`config.mk`:
```
export PLATFORM = sky130hd
export DESIGN_NAME = obm_ctrl
export DESIGN_NICKNAME = d
export VERILOG_FILES = /design/src/hdl/limit_order_book_matcher_top_assert.svh /design/src/hdl/obm_pkg.sv /design/src/hdl/obm_ctrl.sv
export SDC_FILE = /design/constraint.sdc
export NUM_CORES = 1
export LEC_CHECK = 0
export ABC_AREA = 1
export CORE_ASPECT_RATIO = 1.5
export CORE_MARGIN = 2
export CORE_UTILIZATION = 56
export DETAILED_ROUTE_END_ITERATION = 8
export DONT_BUFFER_PORTS = 1
export PLACE_DENSITY = 0.72
export SLEW_MARGIN = 10
export SYNTH_ARGS = -nofsm -noshare
export SYNTH_HDL_FRONTEND = slang
export SYNTH_SLANG_ARGS = --single-unit
export TNS_END_PERCENT = 1
```
`constraint.sdc`:
```
create_clock -name clock -period 1.3 [get_ports clock]
set_input_delay 0.13 -clock clock [delete_from_list [all_inputs] [get_ports clock]]
set_output_delay 0.13 -clock clock [all_outputs]
set_load 0.02 [all_outputs]
```
`src/hdl/limit_order_book_matcher_top_assert.svh`:
```
// Assertion macros for the order book matcher
`ifndef LIMIT_ORDER_BOOK_MATCHER_TOP_ASSERT_SVH
`define LIMIT_ORDER_BOOK_MATCHER_TOP_ASSERT_SVH
`ifndef SYNTHESIS
`define OBM_ASSERT_IMP(label, clk, rst, ante, cons) \
   label: assert property (@(posedge clk) disable iff (rst) (ante) |-> (cons)) \
      else $error("assertion failed");
`define OBM_ASSERT_NXT(label, clk, rst, ante, cons) \
   label: assert property (@(posedge clk) disable iff (rst) (ante) |=> (cons)) \
      else $error("assertion failed");
`else
`define OBM_ASSERT_IMP(label, clk, rst, ante, cons)
`define OBM_ASSERT_NXT(label, clk, rst, ante, cons)
`endif
`endif

```
`src/hdl/obm_pkg.sv`:
```
// Shared types, constants and codes of the order book matcher
package obm_pkg;
   localparam int MAX_ORDERS_DEF = 256;
   localparam int PRICE_BITS     = 16;

   localparam logic [1:0] MODE_PLACE  = 2'd0;
   localparam logic [1:0] MODE_CANCEL = 2'd1;
   localparam logic [1:0] MODE_QUERY  = 2'd2;
   localparam logic [1:0] TIF_REST    = 2'd0;
   localparam logic [1:0] TIF_IOC     = 2'd1;
   localparam logic [1:0] TIF_FOK     = 2'd2;

   localparam logic [2:0] ST_RESTED    = 3'd0;
   localparam logic [2:0] ST_DONE      = 3'd1;
   localparam logic [2:0] ST_KILLED    = 3'd2;
   localparam logic [2:0] ST_FULL      = 3'd3;
   localparam logic [2:0] ST_CANCELLED = 3'd4;
   localparam logic [2:0] ST_NOT_FOUND = 3'd5;
   localparam logic [2:0] ST_PRESENT   = 3'd6;
   localparam logic [2:0] ST_ABSENT    = 3'd7;

   localparam logic [39:0] VOL40_MAX = 40'hFF_FFFF_FFFF;

   typedef struct packed {
      logic [1:0]            mode;
      logic                  side;
      logic [PRICE_BITS-1:0] price;
      logic [31:0]           volume;
      logic [1:0]            tif;
      logic [31:0]           ord_ref;
   } req_type;

   typedef struct packed {
      logic [2:0]            status;
      logic [31:0]           filled_volume;
      logic [31:0]           remaining_volume;
      logic                  bid_valid;
      logic [PRICE_BITS-1:0] best_bid_price;
      logic [39:0]           best_bid_volume;
      logic                  ask_valid;
      logic [PRICE_BITS-1:0] best_ask_price;
      logic [39:0]           best_ask_volume;
      logic [16:0]           spread;
      logic [16:0]           mid_half_ticks;
   } rsp_type;

   // scan kinds run by the datapath
   typedef enum logic [2:0] {
      SCAN_FOK   = 3'd0,
      SCAN_BEST  = 3'd1,
      SCAN_ID    = 3'd2,
      SCAN_FREE  = 3'd3,
      SCAN_BOOK  = 3'd4,
      SCAN_LEVEL = 3'd5
   } scan_kind_type;

   typedef struct packed {
      logic          start;
      scan_kind_type kind;
      logic          side_sel;
      logic          fill;
      logic          remove;
      logic          rest;
      logic          take_req;
      logic          finish;
   } cmd_type;

   typedef struct packed {
      logic done;
      logic found;
      logic crosses;
      logic fok_short;
      logic remain_zero;
      logic req_is_place;
      logic req_is_cancel;
      logic req_tif_ioc;
      logic req_tif_fok;
      logic req_vol_zero;
      logic req_side;
   } sts_type;
endpackage

```
`src/hdl/obm_ctrl.sv`:
```
// Sequencer for scans, fills and result hand-off
module obm_ctrl (
   input  logic             clock,
   input  logic             reset,
   input  logic             req_valid,
   output logic             req_ready,
   output logic             rsp_valid,
   input  logic             rsp_ready,
   input  obm_pkg::sts_type sts,
   output obm_pkg::cmd_type cmd
);
   typedef enum logic [9:0] {
      S_IDLE   = 10'b0000000001,
      S_FOK    = 10'b0000000010,
      S_BEST   = 10'b0000000100,
      S_FILL   = 10'b0000001000,
      S_ID     = 10'b0000010000,
      S_FREE   = 10'b0000100000,
      S_BOOKB  = 10'b0001000000,
      S_BOOKA  = 10'b0010000000,
      S_LVLB   = 10'b0100000000,
      S_LVLA   = 10'b1000000000
   } state_type;

   state_type state_ff, state_in;
   logic started_ff, started_in;
   logic rsp_valid_ff, rsp_valid_in;

   assign req_ready = (state_ff == S_IDLE) && !rsp_valid_ff;
   assign rsp_valid = rsp_valid_ff;

   always_comb begin
      state_in     = state_ff;
      started_in   = started_ff;
      rsp_valid_in = rsp_valid_ff && !rsp_ready;
      cmd          = '0;
      cmd.kind     = obm_pkg::SCAN_BEST;
      unique case (state_ff)
         S_IDLE: begin
            if (req_valid && req_ready) begin
               cmd.take_req = 1'b1;
               started_in   = 1'b0;
               state_in     = S_FOK;
            end
         end
         S_FOK: begin
            cmd.kind = obm_pkg::SCAN_FOK;
            cmd.side_sel = !sts.req_side;
            if (!sts.req_is_place) begin
               state_in = S_ID;
            end else if (sts.req_vol_zero) begin
               state_in = S_BOOKB;
            end else if (!sts.req_tif_fok) begin
               state_in = S_BEST;
            end else if (!started_ff) begin
               cmd.start = 1'b1;
               started_in = 1'b1;
            end else if (sts.done) begin
               started_in = 1'b0;
               state_in = sts.fok_short ? S_BOOKB : S_BEST;
            end
         end
         default: begin
         end
      endcase
      if (state_ff != S_IDLE && state_ff != S_FOK) begin
         unique case (state_ff)
            S_BEST: cmd.kind = obm_pkg::SCAN_BEST;
            S_ID: cmd.kind = obm_pkg::SCAN_ID;
            S_FREE: cmd.kind = obm_pkg::SCAN_FREE;
            S_BOOKB, S_BOOKA: cmd.kind = obm_pkg::SCAN_BOOK;
            default: cmd.kind = obm_pkg::SCAN_LEVEL;
         endcase
         cmd.side_sel = (state_ff == S_BOOKA) || (state_ff == S_LVLA) ||
                        ((state_ff == S_BEST) && !sts.req_side) ? 1'b1 : 1'b0;
      end
      state_in = state_in;
      unique case (state_ff)
         S_IDLE, S_FOK: begin
         end
         S_FILL: begin
            cmd.fill = 1'b1;
            state_in = S_BEST;
         end
         default: begin
            if (!started_ff) begin
               cmd.start = 1'b1;
               started_in = 1'b1;
            end else if (sts.done) begin
               started_in = 1'b0;
               unique case (state_ff)
                  S_BEST: begin
                     if (sts.crosses && !sts.remain_zero) begin
                        state_in = S_FILL;
                     end else if (sts.remain_zero || sts.req_tif_ioc) begin
                        state_in = S_BOOKB;
                     end else begin
                        state_in = S_FREE;
                     end
                  end
                  S_ID: begin
                     cmd.remove = sts.found && sts.req_is_cancel;
                     state_in = S_BOOKB;
                  end
                  S_FREE: begin
                     cmd.rest = sts.found;
                     state_in = S_BOOKB;
                  end
                  S_BOOKB: state_in = S_BOOKA;
                  S_BOOKA: state_in = S_LVLB;
                  S_LVLB: state_in = S_LVLA;
                  default: begin
                     cmd.finish = 1'b1;
                     rsp_valid_in = 1'b1;
                     state_in = S_IDLE;
                  end
               endcase
            end
         end
      endcase
   end

   always_ff @(posedge clock) begin
      if (reset) begin
         state_ff     <= S_IDLE;
         started_ff   <= 1'b0;
         rsp_valid_ff <= 1'b0;
      end else begin
         state_ff     <= state_in;
         started_ff   <= started_in;
         rsp_valid_ff <= rsp_valid_in;
      end
   end
endmodule

```
Word-level counts from Yosys, hierarchy flattened
Cells that the tools add are included.
W data, S select, Z words.

storage, ports and cells
  register bits = 12
  logic and storage cells = 84

operators by class
  equality and inequality tests = 12
  mux-type cells = 50
  reduce and logical (&&, ||, !) cells = 19

operator list
  operator                count
  $mux W10                8
  $pmux W10 S5            1
  $pmux W10 S2            2
  $mux W1                 29
  $mux W7                 3
  $pmux W3 S4             1
  $eq A10 B1 Y1 const B   1
  $eq A10 B10 Y1 const B  1
  $eq A10 B2 Y1 const B   1
  $eq A10 B3 Y1 const B   1
  $eq A10 B4 Y1 const B   1
  $eq A10 B5 Y1 const B   1
  $eq A10 B6 Y1 const B   1
  $eq A10 B7 Y1 const B   1
  $eq A10 B8 Y1 const B   1
  $eq A10 B9 Y1 const B   1
  $ne A10 B1 Y1 const B   1
  $ne A10 B2 Y1 const B   1
  $logic_and A1 B1 Y1     7
  $mux W2                 3
  $reduce_or A2 Y1        3
  $reduce_or A6 Y1        1
  $mux W5                 1
  $logic_not A1 Y1        4
  4 further kinds         6

Logic depth before layout (Yosys ltp)
  depth in word-level cells = 10
  depth in mapped cells = 10
  gate-level depth less buffers = 10

Least setup slack after synthesis
Ideal clock, no wire load.

  path type = reg-to-output
  from = register (tool-made name)
  to = output cmd[2] (netlist name)
  arrival time = 1.452 ns
  required time = 1.170 ns
  setup slack = -0.282 ns
  cell stages (with the launch flop) = 7
  buffers on the path = 0
  cells stage by stage = dfxtp_1 -> inv_1 -> nand2_1 -> nor2_1 -> nand4_2 -> nand3_1 -> nor3b_1

RTL lines
  element           line            source
  end: declaration  obm_ctrl.sv:10  output obm_pkg::cmd_type cmd

==> metrics <==
status finished with violations; failing checks setup timing; switch share 52.2%; Detail Route met2 WL 2.86 mm; actual slew at the worst max-slew pin 381 ps; Lkg Pwr 0.997 nW; first-pass GRT wire length 6.96 mm; final worst slack -526 ps; CP Class register to output pin; antenna violations before repair 0; Worst Path Arrival 1700 ps; peak fanout along the critical path 5; Sink Count 12; flops & latches, synth 12; final core occ 93.4%; sequential area share after synthesis 20.2%; most frequent cell after synthesis nand2_1; Tightest Hold Check Type input port to register; Fin. Hold Viols 0; DPL Wire Length 3.28 mm; H-tree Lvls 1; drt pass-1 iters 6; Diodes inserted 0; leading area contributor after synthesis dfxtp_1; Max VDD drop 1610 uV; IO Pins 27; number of buffers created by CTS 3; wire per inst 20.2 um; wl on met1 1.84 mm; core area 2030 um^2; Top FF cell, synth dfxtp_1; Routed Antenna Nets 0; f_max 548 MHz; library cells used by synthesis 24; Power, Total 3.38 mW; Max Slew Vio Count 0; Gate power share 77.3%; Initial Utilization 58.6%; Mapped Area 1190 um^2; Max-cap violations 0; Total GRT Usage 36.1%; Yosys top cell area share 20.2%; final RePlAce weighted congestion 1.07; synth warn 0; Post-synth EDFFs 0; final routed DRC violation total 0; routed via count 1928; clock share of power 7.9%; vias in the first global route 1616; share of cells above drive strength 1 47.2%; input/output buffers 0; # rows 20; height of the die 60.4 um; crit path launch type register; WL met3 548 um; Slew headroom 74.5%; Period minus WS final 1830 ps; crit path capture type output pin; Clock Path Buffers 2; Die X 41.6 um; RSZ-0062 raised after global routing yes; CTS tree built; Vias/cell 6.58; Hold WS 25.9 ps; Reg power frac 14.8%; Skew-Pair Late Insertion Delay 290 ps; Overflow after GRT 0; Internal Pwr Total 1.61 mW; uppermost layer routed met4; layout net count 288; Async SR Flop Fraction 0%; crit path from state_ff[9]; post-synthesis net count 223; min-delay src rsp_ready; initial drt markers 185; post-route clock period utilization 140%; Syn-to-layout area delta 59.4%; Reg clk slew, reported paths 100 ps; Final Skew 7.95 ps; Critical Path RT 1170 ps; Setup Viol. Count Final 23; synth top area cells dfxtp_1 20%, nand2_1 17%, nor2_1 9.5%; sw power 1.76 mW; Mean Syn Cell Area 5.71 um^2; largest net degree at the start of global routing 9; pre-CTS WS -203 ps; die area 2510 um^2; final WL 5.93 mm; RR Startpoint state_ff[9]; Cells after Synth 208; top cells by count, synth 53 x nand2_1, 30 x nor2_1, 27 x inv_1, 19 x nand3_1; Clock Root Buffer clkbuf_4; pwr dens 1780 nW/um^2
[worst max-delay path, stage by stage (launching register included)]
cell and delay [ps]:
dfxtp_2 360, nor2_4 210, nand3_2 140, nor2_4 220, inv_1 110, a21oi_1 140, a211o_1 230
[per-stage QoR]
stage | cells | area, um^2 | setup TNS (ps)
finish | 293 | 1890 | -8160
global route | 293 | 1890 | -9200
CTS | 283 | 1730 | -5470
detailed placement | 277 | 1610 | -2720
global placement | 277 | 1610 | -2310
floorplan | 208 | 1230 | -231
[routing by layer]
metal	GRT usage, %	vias to the layer above
met5	0	-
met4	23.0	0
met3	3.27	83
met2	70.1	211
met1	37.0	832
li1	-	802
[layout make-up]
cell class	instances	area, um^2
Clock buffer	3	22.5
Fill cell	74	134
Inverter	32	125
Multi-Input combinational cell	163	978
Sequential cell	12	260
Tap cell	22	27.5
Timing Repair Buffer	61	479
[cell usage in the layout (no fill, tap or decap), types with 5 or more instances in the layout]
master	synthesis	layout
a21oi_1	7	7
buf_4	0	55
buf_6	0	5
dfxtp_2	0	7
inv_1	27	23
inv_2	5	7
nand2_1	53	45
nand2_2	4	9
nand3_1	19	14
nand3_2	3	6
nand4_1	12	12
nor2_1	30	17
nor2_2	1	9
nor2_4	7	12
nor3_1	6	5
o21ai_0	11	5
o21ai_1	1	7
[final timing paths]
kind | endpoint | slack (ps) | cells after the start
setup / recovery | cmd[5] | -530 | 6
hold / removal | rsp_valid | 30 | 3
setup reg to reg | register | -400 | 9
hold reg to reg | state_ff[5] | 540 | 2
[kinds of logic (layout without fill, tap and decap cells)]
group,count (synthesis),count (layout),share of synthesized area [%]
AO/OA/AOI/OAI,22,22,10.0
buffers and inverters,33,96,10.4
flip-flops,12,12,20.2
AND/OR/NAND/NOR,141,141,59.3
[power groups by stage]
stage               registers [mW]  logic (mW)  clock network (mW)
floorplan                    0.501        1.17                   0
global placement             0.477        1.95                   0
detailed placement           0.478        1.99                   0
CTS                          0.473        2.11               0.250
global route                 0.495        2.72               0.266
finish                       0.498        2.61               0.268
[repair_timing]
action / in CTS / in global routing
setup buffers: 2 / 10
hold endpoints to repair: 8 / 0
pin swaps: 8 / 17
resized for setup: 25 / 30
hold buffers: 1 / 0
setup endpoints to repair: 23 / 23
(Power assumes the default switching activity.)
